`src/hw/rtl/assert_macros.svh`:
```
// Assertion macros for the RTL of the mean and variance block.
`ifndef ASSERT_MACROS_SVH
`define ASSERT_MACROS_SVH
`ifndef SYNTHESIS
`define SMV_ASSERT_IMP(lbl, ante, cons, msg) \
  lbl: assert property (@(posedge clk) disable iff (!rst_n) (ante) |-> (cons)) \
    else $error(msg);
`define SMV_ASSERT_NEXT(lbl, ante, cons, msg) \
  lbl: assert property (@(posedge clk) disable iff (!rst_n) (ante) |=> (cons)) \
    else $error(msg);
`else
`define SMV_ASSERT_IMP(lbl, ante, cons, msg)
`define SMV_ASSERT_NEXT(lbl, ante, cons, msg)
`endif
`endif

```
`src/hw/rtl/smv_pkg.sv`:
```
// Widths, step counts and parameter defaults of the mean and variance block.
package smv_pkg;

  localparam int SampleW       = 24;   // sample field
  localparam int CountW        = 17;   // element count
  localparam int SumW          = 41;   // running sum, signed
  localparam int TotalW        = 40;   // total field
  localparam int SqW           = 47;   // square of one sample
  localparam int SumSqW        = 63;   // running sum of squares
  localparam int MagW          = 40;   // magnitude of the sum
  localparam int WideW         = 80;   // shared adder and numerator
  localparam int DvsW          = 2 * CountW;  // n squared
  localparam int VarW          = 47;   // variance field
  localparam int VarPadW       = 48;   // variance padded to whole bit pairs
  localparam int RootW         = VarPadW / 2;
  localparam int StepW         = 7;    // iteration counter, holds WideW - 1

  localparam int MulQSteps     = CountW;
  localparam int SqsSteps      = MagW;
  localparam int N2Steps       = CountW;
  localparam int DivSteps      = WideW;
  localparam int MeanSteps     = MagW;
  localparam int SqrtSteps     = RootW;

  localparam int MaxLenDef     = 65536;
  localparam int SampleBitsDef = 24;

endpackage

```
`src/hw/rtl/smv_stream_if.sv`:
```
// Valid/ready stream interfaces for the sample and result channels.
interface smv_in_if;
  logic                                valid;
  logic                                ready;
  logic signed [smv_pkg::SampleW-1:0]  sample;
  logic                                last;

  modport source (output valid, sample, last, input ready);
  modport sink   (input valid, sample, last, output ready);
endinterface

interface smv_out_if;
  logic                                valid;
  logic                                ready;
  logic signed [smv_pkg::TotalW-1:0]   total;
  logic signed [smv_pkg::SampleW-1:0]  average;
  logic        [smv_pkg::VarW-1:0]     spread_squared;
  logic        [smv_pkg::RootW-1:0]    spread;
  logic        [smv_pkg::CountW-1:0]   element_count;
  logic                                too_long;

  modport source (output valid, total, average, spread_squared, spread, element_count,
                  too_long, input ready);
  modport sink   (input valid, total, average, spread_squared, spread, element_count,
                  too_long, output ready);
endinterface

```
`src/hw/rtl/streaming_mean_variance.sv`:
```
// Streaming population mean, variance and standard deviation over a sample vector.
//
// Samples arrive on in_ch, one item per cycle while a vector runs: each sample is
// squared by one 24x24 multiplier, and the square is registered and added to the sum
// of squares in the next cycle, so a vector streams in at full rate. The item carrying
// last closes the vector; ready then stays low while a single 80-bit adder/subtractor,
// stepped by a small sequencer, works out the statistics one bit per cycle: it drains
// the pending square, then forms n * sum_of_squares and sum^2, subtracts, forms n^2,
// and runs the variance division, the mean division, the square root and the load of
// the result register. The 80-step restoring division dominates. The result item
// appears on out_ch once the result register is loaded; if the previous result still
// waits there, the block holds in its final step until it is taken. Samples past
// MAX_LEN are dropped and flagged in too_long; only the low SAMPLE_BITS bits of a
// sample are used, sign-extended. The average truncates toward zero, the variance is
// floor((n*sumsq - sum^2) / n^2) and spread is its integer square root.

`include "assert_macros.svh"

module streaming_mean_variance #(
  parameter int MAX_LEN     = smv_pkg::MaxLenDef,
  parameter int SAMPLE_BITS = smv_pkg::SampleBitsDef
) (
  input  logic              clk,
  input  logic              rst_n,
  smv_in_if.sink            in_ch,
  smv_out_if.source         out_ch
);

  localparam int ExtShift = smv_pkg::SampleW - SAMPLE_BITS;

  typedef enum logic [3:0] {
    ST_ACC,    // take samples
    ST_DRAIN,  // fold in the last pending square
    ST_MULQ,   // n * sum of squares
    ST_SQS,    // sum squared
    ST_SUB,    // numerator = n*sumsq - sum^2
    ST_N2,     // n squared
    ST_DIV,    // numerator / n^2
    ST_MEAN,   // |sum| / n
    ST_SQRT,   // integer square root of the variance
    ST_FIN     // load the result register
  } state_t;

  // Control state
  state_t                              state_r, state_nxt;
  logic [smv_pkg::CountW-1:0]          count_r, count_nxt;
  logic signed [smv_pkg::SumW-1:0]     sum_r, sum_nxt;
  logic [smv_pkg::SumSqW-1:0]          sumsq_r, sumsq_nxt;
  logic                                ovf_r, ovf_nxt;
  logic                                sqv_r, sqv_nxt;
  logic                                out_valid_r, out_valid_nxt;

  // Datapath registers
  logic [smv_pkg::SqW-1:0]             sq_r, sq_nxt;
  logic [smv_pkg::StepW-1:0]           cnt_r, cnt_nxt;
  logic [smv_pkg::WideW-1:0]           acc_r, acc_nxt;
  logic [smv_pkg::WideW-1:0]           num_r, num_nxt;
  logic [smv_pkg::MagW-1:0]            mpl_r, mpl_nxt;
  logic [smv_pkg::MagW-1:0]            mag_r, mag_nxt;
  logic [smv_pkg::DvsW-1:0]            dvs_r, dvs_nxt;
  logic [smv_pkg::RootW-1:0]           root_r, root_nxt;

  // Result register
  logic signed [smv_pkg::TotalW-1:0]   total_r, total_nxt;
  logic signed [smv_pkg::SampleW-1:0]  avg_r, avg_nxt;
  logic [smv_pkg::VarW-1:0]            var_r, var_nxt;
  logic [smv_pkg::RootW-1:0]           spread_r, spread_nxt;
  logic [smv_pkg::CountW-1:0]          n_out_r, n_out_nxt;
  logic                                too_long_r, too_long_nxt;

  // Shared adder/subtractor
  logic [smv_pkg::WideW-1:0]           alu_a, alu_b;
  logic                                alu_sub;
  logic [smv_pkg::WideW:0]             alu_res;
  logic                                alu_ge;

  logic                                in_acc;
  logic signed [smv_pkg::SampleW-1:0]  samp_shl, samp_ext;
  logic signed [2*smv_pkg::SampleW-1:0] sq_full;
  logic signed [smv_pkg::SumW-1:0]     sum_abs;
  logic [smv_pkg::SampleW-1:0]         avg_mag;
  logic                                step_end;

  assign in_ch.ready  = (state_r == ST_ACC);
  assign in_acc       = in_ch.valid && in_ch.ready;

  // Sign-extend from bit SAMPLE_BITS-1, dropping bits above it
  assign samp_shl = in_ch.sample << ExtShift;
  assign samp_ext = samp_shl >>> ExtShift;
  assign sq_full  = samp_ext * samp_ext;

  assign sum_abs  = sum_r[smv_pkg::SumW-1] ? -sum_r : sum_r;
  assign avg_mag  = mag_r[smv_pkg::SampleW-1:0];
  assign step_end = (cnt_r == '0);

  assign alu_res = {1'b0, alu_a} + {1'b0, (alu_sub ? ~alu_b : alu_b)}
                 + (smv_pkg::WideW + 1)'(alu_sub);
  assign alu_ge  = alu_res[smv_pkg::WideW];

  // Operand selection for the shared unit
  always_comb begin
    alu_a   = '0;
    alu_b   = '0;
    alu_sub = 1'b0;
    case (state_r)
      ST_MULQ: begin
        alu_a = {acc_r[smv_pkg::WideW-2:0], 1'b0};
        alu_b = mpl_r[smv_pkg::MagW-1] ? smv_pkg::WideW'(sumsq_r) : '0;
      end
      ST_SQS: begin
        alu_a = {acc_r[smv_pkg::WideW-2:0], 1'b0};
        alu_b = mpl_r[smv_pkg::MagW-1] ? smv_pkg::WideW'(mag_r) : '0;
      end
      ST_SUB: begin
        alu_a   = num_r;
        alu_b   = acc_r;
        alu_sub = 1'b1;
      end
      ST_N2: begin
        alu_a = {acc_r[smv_pkg::WideW-2:0], 1'b0};
        alu_b = mpl_r[smv_pkg::MagW-1] ? smv_pkg::WideW'(count_r) : '0;
      end
      ST_DIV: begin
        alu_a   = {acc_r[smv_pkg::WideW-2:0], num_r[smv_pkg::WideW-1]};
        alu_b   = smv_pkg::WideW'(dvs_r);
        alu_sub = 1'b1;
      end
      ST_MEAN: begin
        alu_a   = {acc_r[smv_pkg::WideW-2:0], mag_r[smv_pkg::MagW-1]};
        alu_b   = smv_pkg::WideW'(count_r);
        alu_sub = 1'b1;
      end
      ST_SQRT: begin
        alu_a   = {acc_r[smv_pkg::WideW-3:0], num_r[smv_pkg::VarPadW-1 -: 2]};
        alu_b   = smv_pkg::WideW'({root_r, 2'b01});
        alu_sub = 1'b1;
      end
      default: begin
        alu_a   = '0;
        alu_b   = '0;
        alu_sub = 1'b0;
      end
    endcase
  end

  // Sequencer and next-state logic
  always_comb begin
    state_nxt     = state_r;
    count_nxt     = count_r;
    sum_nxt       = sum_r;
    sumsq_nxt     = sumsq_r;
    ovf_nxt       = ovf_r;
    sqv_nxt       = 1'b0;
    out_valid_nxt = out_valid_r;
    sq_nxt        = sq_r;
    cnt_nxt       = cnt_r;
    acc_nxt       = acc_r;
    num_nxt       = num_r;
    mpl_nxt       = mpl_r;
    mag_nxt       = mag_r;
    dvs_nxt       = dvs_r;
    root_nxt      = root_r;
    total_nxt     = total_r;
    avg_nxt       = avg_r;
    var_nxt       = var_r;
    spread_nxt    = spread_r;
    n_out_nxt     = n_out_r;
    too_long_nxt  = too_long_r;

    // Fold the square registered last cycle into the running sum of squares
    if (sqv_r) begin
      sumsq_nxt = sumsq_r + smv_pkg::SumSqW'(sq_r);
    end

    // Drop the result once taken
    if (out_valid_r && out_ch.ready) begin
      out_valid_nxt = 1'b0;
    end

    case (state_r)
      ST_ACC: begin
        if (in_acc) begin
          if (count_r < smv_pkg::CountW'(MAX_LEN)) begin
            count_nxt = count_r + 1'b1;
            sum_nxt   = sum_r + smv_pkg::SumW'(samp_ext);
            sq_nxt    = sq_full[smv_pkg::SqW-1:0];
            sqv_nxt   = 1'b1;
          end else begin
            ovf_nxt = 1'b1;
          end
          if (in_ch.last) begin
            state_nxt = ST_DRAIN;
          end
        end
      end
      ST_DRAIN: begin
        mag_nxt   = sum_abs[smv_pkg::MagW-1:0];
        mpl_nxt   = {count_r, {(smv_pkg::MagW - smv_pkg::CountW){1'b0}}};
        acc_nxt   = '0;
        cnt_nxt   = smv_pkg::StepW'(smv_pkg::MulQSteps - 1);
        state_nxt = ST_MULQ;
      end
      ST_MULQ: begin
        acc_nxt = alu_res[smv_pkg::WideW-1:0];
        mpl_nxt = {mpl_r[smv_pkg::MagW-2:0], 1'b0};
        cnt_nxt = cnt_r - 1'b1;
        if (step_end) begin
          num_nxt   = alu_res[smv_pkg::WideW-1:0];
          acc_nxt   = '0;
          mpl_nxt   = mag_r;
          cnt_nxt   = smv_pkg::StepW'(smv_pkg::SqsSteps - 1);
          state_nxt = ST_SQS;
        end
      end
      ST_SQS: begin
        acc_nxt = alu_res[smv_pkg::WideW-1:0];
        mpl_nxt = {mpl_r[smv_pkg::MagW-2:0], 1'b0};
        cnt_nxt = cnt_r - 1'b1;
        if (step_end) begin
          state_nxt = ST_SUB;
        end
      end
      ST_SUB: begin
        num_nxt   = alu_res[smv_pkg::WideW-1:0];
        acc_nxt   = '0;
        mpl_nxt   = {count_r, {(smv_pkg::MagW - smv_pkg::CountW){1'b0}}};
        cnt_nxt   = smv_pkg::StepW'(smv_pkg::N2Steps - 1);
        state_nxt = ST_N2;
      end
      ST_N2: begin
        acc_nxt = alu_res[smv_pkg::WideW-1:0];
        mpl_nxt = {mpl_r[smv_pkg::MagW-2:0], 1'b0};
        cnt_nxt = cnt_r - 1'b1;
        if (step_end) begin
          dvs_nxt   = alu_res[smv_pkg::DvsW-1:0];
          acc_nxt   = '0;
          cnt_nxt   = smv_pkg::StepW'(smv_pkg::DivSteps - 1);
          state_nxt = ST_DIV;
        end
      end
      ST_DIV: begin
        // Restoring division: remainder in acc, quotient shifts into num
        acc_nxt = alu_ge ? alu_res[smv_pkg::WideW-1:0] : alu_a;
        num_nxt = {num_r[smv_pkg::WideW-2:0], alu_ge};
        cnt_nxt = cnt_r - 1'b1;
        if (step_end) begin
          acc_nxt   = '0;
          cnt_nxt   = smv_pkg::StepW'(smv_pkg::MeanSteps - 1);
          state_nxt = ST_MEAN;
        end
      end
      ST_MEAN: begin
        acc_nxt = alu_ge ? alu_res[smv_pkg::WideW-1:0] : alu_a;
        mag_nxt = {mag_r[smv_pkg::MagW-2:0], alu_ge};
        cnt_nxt = cnt_r - 1'b1;
        if (step_end) begin
          acc_nxt   = '0;
          root_nxt  = '0;
          cnt_nxt   = smv_pkg::StepW'(smv_pkg::SqrtSteps - 1);
          state_nxt = ST_SQRT;
        end
      end
      ST_SQRT: begin
        // Two bits a step; rotate the variance so it is intact at the end
        acc_nxt  = alu_ge ? alu_res[smv_pkg::WideW-1:0] : alu_a;
        root_nxt = {root_r[smv_pkg::RootW-2:0], alu_ge};
        num_nxt  = {num_r[smv_pkg::WideW-1:smv_pkg::VarPadW],
                    num_r[smv_pkg::VarPadW-3:0], num_r[smv_pkg::VarPadW-1 -: 2]};
        cnt_nxt  = cnt_r - 1'b1;
        if (step_end) begin
          state_nxt = ST_FIN;
        end
      end
      ST_FIN: begin
        if (!out_valid_r || out_ch.ready) begin
          total_nxt     = sum_r[smv_pkg::TotalW-1:0];
          avg_nxt       = sum_r[smv_pkg::SumW-1] ? -$signed(avg_mag) : $signed(avg_mag);
          var_nxt       = num_r[smv_pkg::VarW-1:0];
          spread_nxt    = root_r;
          n_out_nxt     = count_r;
          too_long_nxt  = ovf_r;
          out_valid_nxt = 1'b1;
          count_nxt     = '0;
          sum_nxt       = '0;
          sumsq_nxt     = '0;
          ovf_nxt       = 1'b0;
          state_nxt     = ST_ACC;
        end
      end
      default: begin
        state_nxt = ST_ACC;
      end
    endcase
  end

  always_ff @(posedge clk) begin
    sq_r       <= sq_nxt;
    cnt_r      <= cnt_nxt;
    acc_r      <= acc_nxt;
    num_r      <= num_nxt;
    mpl_r      <= mpl_nxt;
    mag_r      <= mag_nxt;
    dvs_r      <= dvs_nxt;
    root_r     <= root_nxt;
    total_r    <= total_nxt;
    avg_r      <= avg_nxt;
    var_r      <= var_nxt;
    spread_r   <= spread_nxt;
    n_out_r    <= n_out_nxt;
    too_long_r <= too_long_nxt;
    if (!rst_n) begin
      state_r     <= ST_ACC;
      count_r     <= '0;
      sum_r       <= '0;
      sumsq_r     <= '0;
      ovf_r       <= 1'b0;
      sqv_r       <= 1'b0;
      out_valid_r <= 1'b0;
    end else begin
      state_r     <= state_nxt;
      count_r     <= count_nxt;
      sum_r       <= sum_nxt;
      sumsq_r     <= sumsq_nxt;
      ovf_r       <= ovf_nxt;
      sqv_r       <= sqv_nxt;
      out_valid_r <= out_valid_nxt;
    end
  end

  assign out_ch.valid          = out_valid_r;
  assign out_ch.total          = total_r;
  assign out_ch.average        = avg_r;
  assign out_ch.spread_squared = var_r;
  assign out_ch.spread         = spread_r;
  assign out_ch.element_count  = n_out_r;
  assign out_ch.too_long       = too_long_r;

  // A closing item stalls the input while the statistics are worked out
  `SMV_ASSERT_NEXT(a_last_stalls, in_acc && in_ch.last, !in_ch.ready, "ready after last item")
  // A sample past the length limit must raise the overflow flag
  `SMV_ASSERT_NEXT(a_ovf_set, in_acc && (count_r == smv_pkg::CountW'(MAX_LEN)), ovf_r,
                   "overflow flag missed")
  // No square may still be pending once the products start
  `SMV_ASSERT_IMP(a_sq_drained, state_r == ST_MULQ, !sqv_r, "square still pending")
  // Bits above the rotated variance window stay clear during the root extraction
  `SMV_ASSERT_IMP(a_var_fits, state_r == ST_SQRT,
                  num_r[smv_pkg::WideW-1:smv_pkg::VarPadW] == '0, "variance too wide")
  // Loading a result clears the accumulators and presents the item
  `SMV_ASSERT_NEXT(a_fin_load, (state_r == ST_FIN) && (!out_valid_r || out_ch.ready),
                   out_ch.valid && (count_r == '0) && in_ch.ready, "result load failed")

endmodule

```
`src/flat_wrapper.sv`:
```
// flat-port wrapper written by rule: the top's interface ports become plain ports
module streaming_mean_variance_flat 
#(
  parameter int MAX_LEN     = smv_pkg::MaxLenDef,
  parameter int SAMPLE_BITS = smv_pkg::SampleBitsDef
)
  (clk, rst_n, in_ch_valid, in_ch_sample, in_ch_last, in_ch_ready, out_ch_valid, out_ch_total, out_ch_average, out_ch_spread_squared, out_ch_spread, out_ch_element_count, out_ch_too_long, out_ch_ready);
  smv_in_if in_ch_i ();
  smv_out_if out_ch_i ();
  input  logic clk;
  input  logic rst_n;
  input wire logic [$bits(in_ch_i.valid)-1:0] in_ch_valid;
  input wire logic [$bits(in_ch_i.sample)-1:0] in_ch_sample;
  input wire logic [$bits(in_ch_i.last)-1:0] in_ch_last;
  output wire logic [$bits(in_ch_i.ready)-1:0] in_ch_ready;
  output wire logic [$bits(out_ch_i.valid)-1:0] out_ch_valid;
  output wire logic [$bits(out_ch_i.total)-1:0] out_ch_total;
  output wire logic [$bits(out_ch_i.average)-1:0] out_ch_average;
  output wire logic [$bits(out_ch_i.spread_squared)-1:0] out_ch_spread_squared;
  output wire logic [$bits(out_ch_i.spread)-1:0] out_ch_spread;
  output wire logic [$bits(out_ch_i.element_count)-1:0] out_ch_element_count;
  output wire logic [$bits(out_ch_i.too_long)-1:0] out_ch_too_long;
  input wire logic [$bits(out_ch_i.ready)-1:0] out_ch_ready;
  assign in_ch_i.valid = in_ch_valid;
  assign in_ch_i.sample = in_ch_sample;
  assign in_ch_i.last = in_ch_last;
  assign in_ch_ready = in_ch_i.ready;
  assign out_ch_valid = out_ch_i.valid;
  assign out_ch_total = out_ch_i.total;
  assign out_ch_average = out_ch_i.average;
  assign out_ch_spread_squared = out_ch_i.spread_squared;
  assign out_ch_spread = out_ch_i.spread;
  assign out_ch_element_count = out_ch_i.element_count;
  assign out_ch_too_long = out_ch_i.too_long;
  assign out_ch_i.ready = out_ch_ready;
  streaming_mean_variance #(.MAX_LEN(MAX_LEN), .SAMPLE_BITS(SAMPLE_BITS)) u_core (.clk(clk), .rst_n(rst_n), .in_ch(in_ch_i), .out_ch(out_ch_i));
endmodule
```
`config.mk`:
```
export PLATFORM = sky130hd
export DESIGN_NAME = streaming_mean_variance_flat
export DESIGN_NICKNAME = d
export VERILOG_FILES = /design/src/hw/rtl/smv_pkg.sv /design/src/hw/rtl/smv_stream_if.sv /design/src/hw/rtl/streaming_mean_variance.sv /design/src/flat_wrapper.sv
export VERILOG_INCLUDE_DIRS = /design/src /design/src/hw/rtl
export SDC_FILE = /design/constraint.sdc
export NUM_CORES = 2
export LEC_CHECK = 0
export ABC_AREA = 1
export CAP_MARGIN = 0
export CELL_PAD_IN_SITES_DETAIL_PLACEMENT = 0
export CELL_PAD_IN_SITES_GLOBAL_PLACEMENT = 1
export CORE_ASPECT_RATIO = 1.2
export CORE_MARGIN = 5
export CORE_UTILIZATION = 54
export DETAILED_ROUTE_END_ITERATION = 10
export DONT_BUFFER_PORTS = 1
export GPL_TIMING_DRIVEN = 0
export PLACE_DENSITY_LB_ADDON = 0.3
export SLEW_MARGIN = 30
export SYNTH_ARGS = -nofsm -noshare
export SYNTH_HDL_FRONTEND = slang
export SYNTH_SLANG_ARGS = --single-unit
```
`constraint.sdc`:
```
create_clock -name clk -period 16.5 [get_ports clk]
set_clock_uncertainty 0.05 [all_clocks]
set_input_delay 0.825 -clock clk [delete_from_list [all_inputs] [get_ports clk]]
set_output_delay 0.825 -clock clk [all_outputs]
set_load 0.02 [all_outputs]
```
==> impl_metrics.toml <==
[timing]
finalMaxSlewViolations = 0
hold_viol_final = 0
timing.slew.headroom_pct = 25.7
finalCritPeriodShare_pct = 51.0
rsz0062_at_grt = "false"
setup_tns_ns = 0
max_freq_mhz = 119
finalSetupViolCount = 0
min_period_ns = 8.42
worstMarginPinSlew_ns = 1.12
setup_slack_ns = 8.08

[finish]
nNetsFinal = 8531
nFillCells = 10425
areaGrowthSynthToFinish_pct = 7.79
diodes = 0
drive_gt1_share_pct = 3.65
instances_no_fill = 9194

[global_route]
grt_antenna_before_repair = 5
grt_pass1_vias = 53147
overflow = 0
grtUsageTotal_pct = 38.2
grt_start_max_net_pins = 47
grt_pass1_wl_um = 338000

[placed_design]
port_buffers = 0
hpwl_um = 195000
place_congestion = 1.06
dpl.cell_count = 9064
place_ws_ns = 7.49

[synth]
yosys.cell_types.count = 69
synth_edf_count = 504
syn_area_um2 = 60700
async_reset_ff_share_pct = 0
yosysTopAreaCell = "edfxtp_1"
avgSynthCellArea_um2 = 8.03
yosys_warnings = 0
synth-seq-cells = 632
synthCells = 7550
synthFlopType = "edfxtp_1"
synth_top_cell_area_share_pct = 25.0
syn-num-nets = 8441
synth_seq_area_share_pct = 29.2
synth_area_leaders = "edfxtp_1, fa_1, inv_1"

[setup_path]
crit_path_end_kind = "flop"
r2r-end = "u_core.acc_r[54]"
critPathKind = "in2reg"
crit_fanout = 10
crit_required_ns = 16.81
cpLargestDelayFamily = "adder cells"
critPathSlowestCell = "clkbuf_1"
cpPeakStageDelay_ns = 0.71
r2r_cells = 23
cp.depth = 27
crit_arrival_ns = 8.73
cp.buffers_inverters = 9
crit_start = "in_ch_sample[2]"
rrSetupSlack_ns = 8.85
critPathCapture = "u_core.sq_r[46]"
timing.rr.start = "u_core.state_r[3]"
startpoint_type = "input port"

[cts]
cts_buffer_depth = 3
clock_latency_ns = 0.70
numCtsBuffers = 70
post_cts_resized = 0
cts_tree = "done"
clkTransAtPathRegs_ns = 0.06
clock_sinks = 632
post-cts-setup-buffers = 0
cts_root_buf = "clkbuf_16"
cts_hold_buf = 0
htreeDepth = 3

[floorplanning]
rows = 134
dieArea_um2 = 119000
die_x_um = 316
initial_core_util_pct = 54.5
coreArea_um2 = 111000
dieHeight_um = 377
ios = 184

[route]
vias = 53540
first_iter_violations = 6322
drt_wl_total_um = 231000
detail_route.wl_per_cell_um = 25.2
via_per_inst = 5.82
route.detailed.drc = 0
final_antenna_net_count = 0
first_pass_iters = 9

[run]
cap_violations = 0

[hold_path]
hold_class = "in2reg"
holdPathStages = 0

[run_status]
status = "completed"
==> registers in the layout (all words and copies together) (netlist names), 4 cells and up <==
signal and cells:
u_core.root_r 24, u_core.mpl_r 40, u_core.out_ch.total 40, u_core.out_ch.spread_squared 47
u_core.dvs_r 34, u_core.mag_r 40, u_core.out_ch.element_count 17, u_core.num_r 80
u_core.out_ch.average 24, u_core.state_r 4, u_core.sumsq_r 63, u_core.acc_r 80
u_core.sq_r 46, u_core.sum_r 41, u_core.out_ch.spread 24, u_core.cnt_r 7
u_core.count_r 17
==> area by class of cell <==
class | count | area (um^2) | area share, %
multi-input cells | 5058 | 35900 | 54.9
flip-flops and latches | 632 | 17700 | 27.1
inverters | 1626 | 6100 | 9.34
well taps | 1496 | 1870 | 2.86
clock buffers | 87 | 1840 | 2.81
plain buffers | 234 | 980 | 1.50
clock inverters | 43 | 617 | 0.943
repair buffers | 18 | 352 | 0.538
==> stage by stage <==
stage | instance area (um^2) | utilization (%) | hold WS, ns
CTS | 65400 | 58.7 | 0.163
detailed placement | 62900 | 56.5 | 0.383
finish | 65400 | 58.7 | 0.207
floorplan | 60700 | - | 0.359
global placement | 62500 | 56.2 | 0.378
global route | 65400 | 58.7 | 0.186
==> how the worst min path moves through the flow <==
stage | slack (ns) | start | endpoint
finish | 0.21 | in_ch_sample[0] | u_core.sq_r[0]
detailed placement | 0.38 | u_core.num_r[28] | u_core.out_ch.spread_squared[28]
floorplan | 0.36 | u_core.ovf_r | u_core.out_ch.too_long
CTS | 0.16 | in_ch_sample[0] | u_core.sq_r[0]
global placement | 0.38 | u_core.ovf_r | u_core.out_ch.too_long
global route | 0.19 | in_ch_sample[0] | u_core.sq_r[0]
==> layer usage <==
metal	track usage, %	up-vias	part of all wire [%]	wire [um]
met5	0	-	0.011	26
met4	22.4	2	7.4	17100
met3	5.81	660	8.5	19700
met2	63.7	2824	47	108000
met1	47.3	25570	37	86600
li1	-	24484	-	-
==> Yosys cell counts, types with 12 or more instances <==
| library cell | count |
|---|---|
| nor2_1 | 604 |
| a21boi_0 | 13 |
| inv_1 | 1604 |
| a221oi_1 | 25 |
| inv_2 | 14 |
| edfxtp_1 | 504 |
| or2_2 | 35 |
| buf_1 | 20 |
| nand2_2 | 16 |
| clkbuf_1 | 184 |
| a21oi_1 | 478 |
| nor4_1 | 28 |
| xor2_1 | 169 |
| fa_1 | 549 |
| nand3b_1 | 12 |
| buf_2 | 17 |
| ha_1 | 313 |
| o21ai_0 | 466 |
| dfxtp_1 | 128 |
| o221ai_1 | 91 |
| o21bai_1 | 28 |
| o21a_1 | 31 |
| a31oi_1 | 52 |
| nor3_1 | 75 |
| nand4_1 | 41 |
| o211ai_1 | 55 |
| o21ai_1 | 26 |
| nand3_1 | 228 |
| a21o_1 | 33 |
| xnor2_1 | 64 |
| nand2_1 | 1428 |
| o22ai_1 | 79 |
==> placed cells by master, fill, tap and decap left out, types with 74 or more instances in the layout <==
cell      instances
o221ai_1         91
nand2_1        1424
o21ai_0         465
nand3_1         228
xor2_1          169
clkbuf_1        195
nor2_1          603
a21oi_1         477
inv_1          1604
nor3_1           74
fa_1            549
edfxtp_1        504
o22ai_1          79
dfxtp_1         128
ha_1            313
==> cell families after synthesis <==
family | Yosys count | share of synthesized area, %
buffers and inverters | 1860 | 11.7
and+or+nand+nor | 2514 | 17.1
xor gates and xnor gates | 237 | 3.47
AOI/OAI and AO/OA | 1445 | 14.0
adders and majority gates | 862 | 24.6
DFF | 632 | 29.2
Power is left out: the tool's default activity adds up to more than one toggle a clock period on the data nets, which glitch-free logic cannot reach.
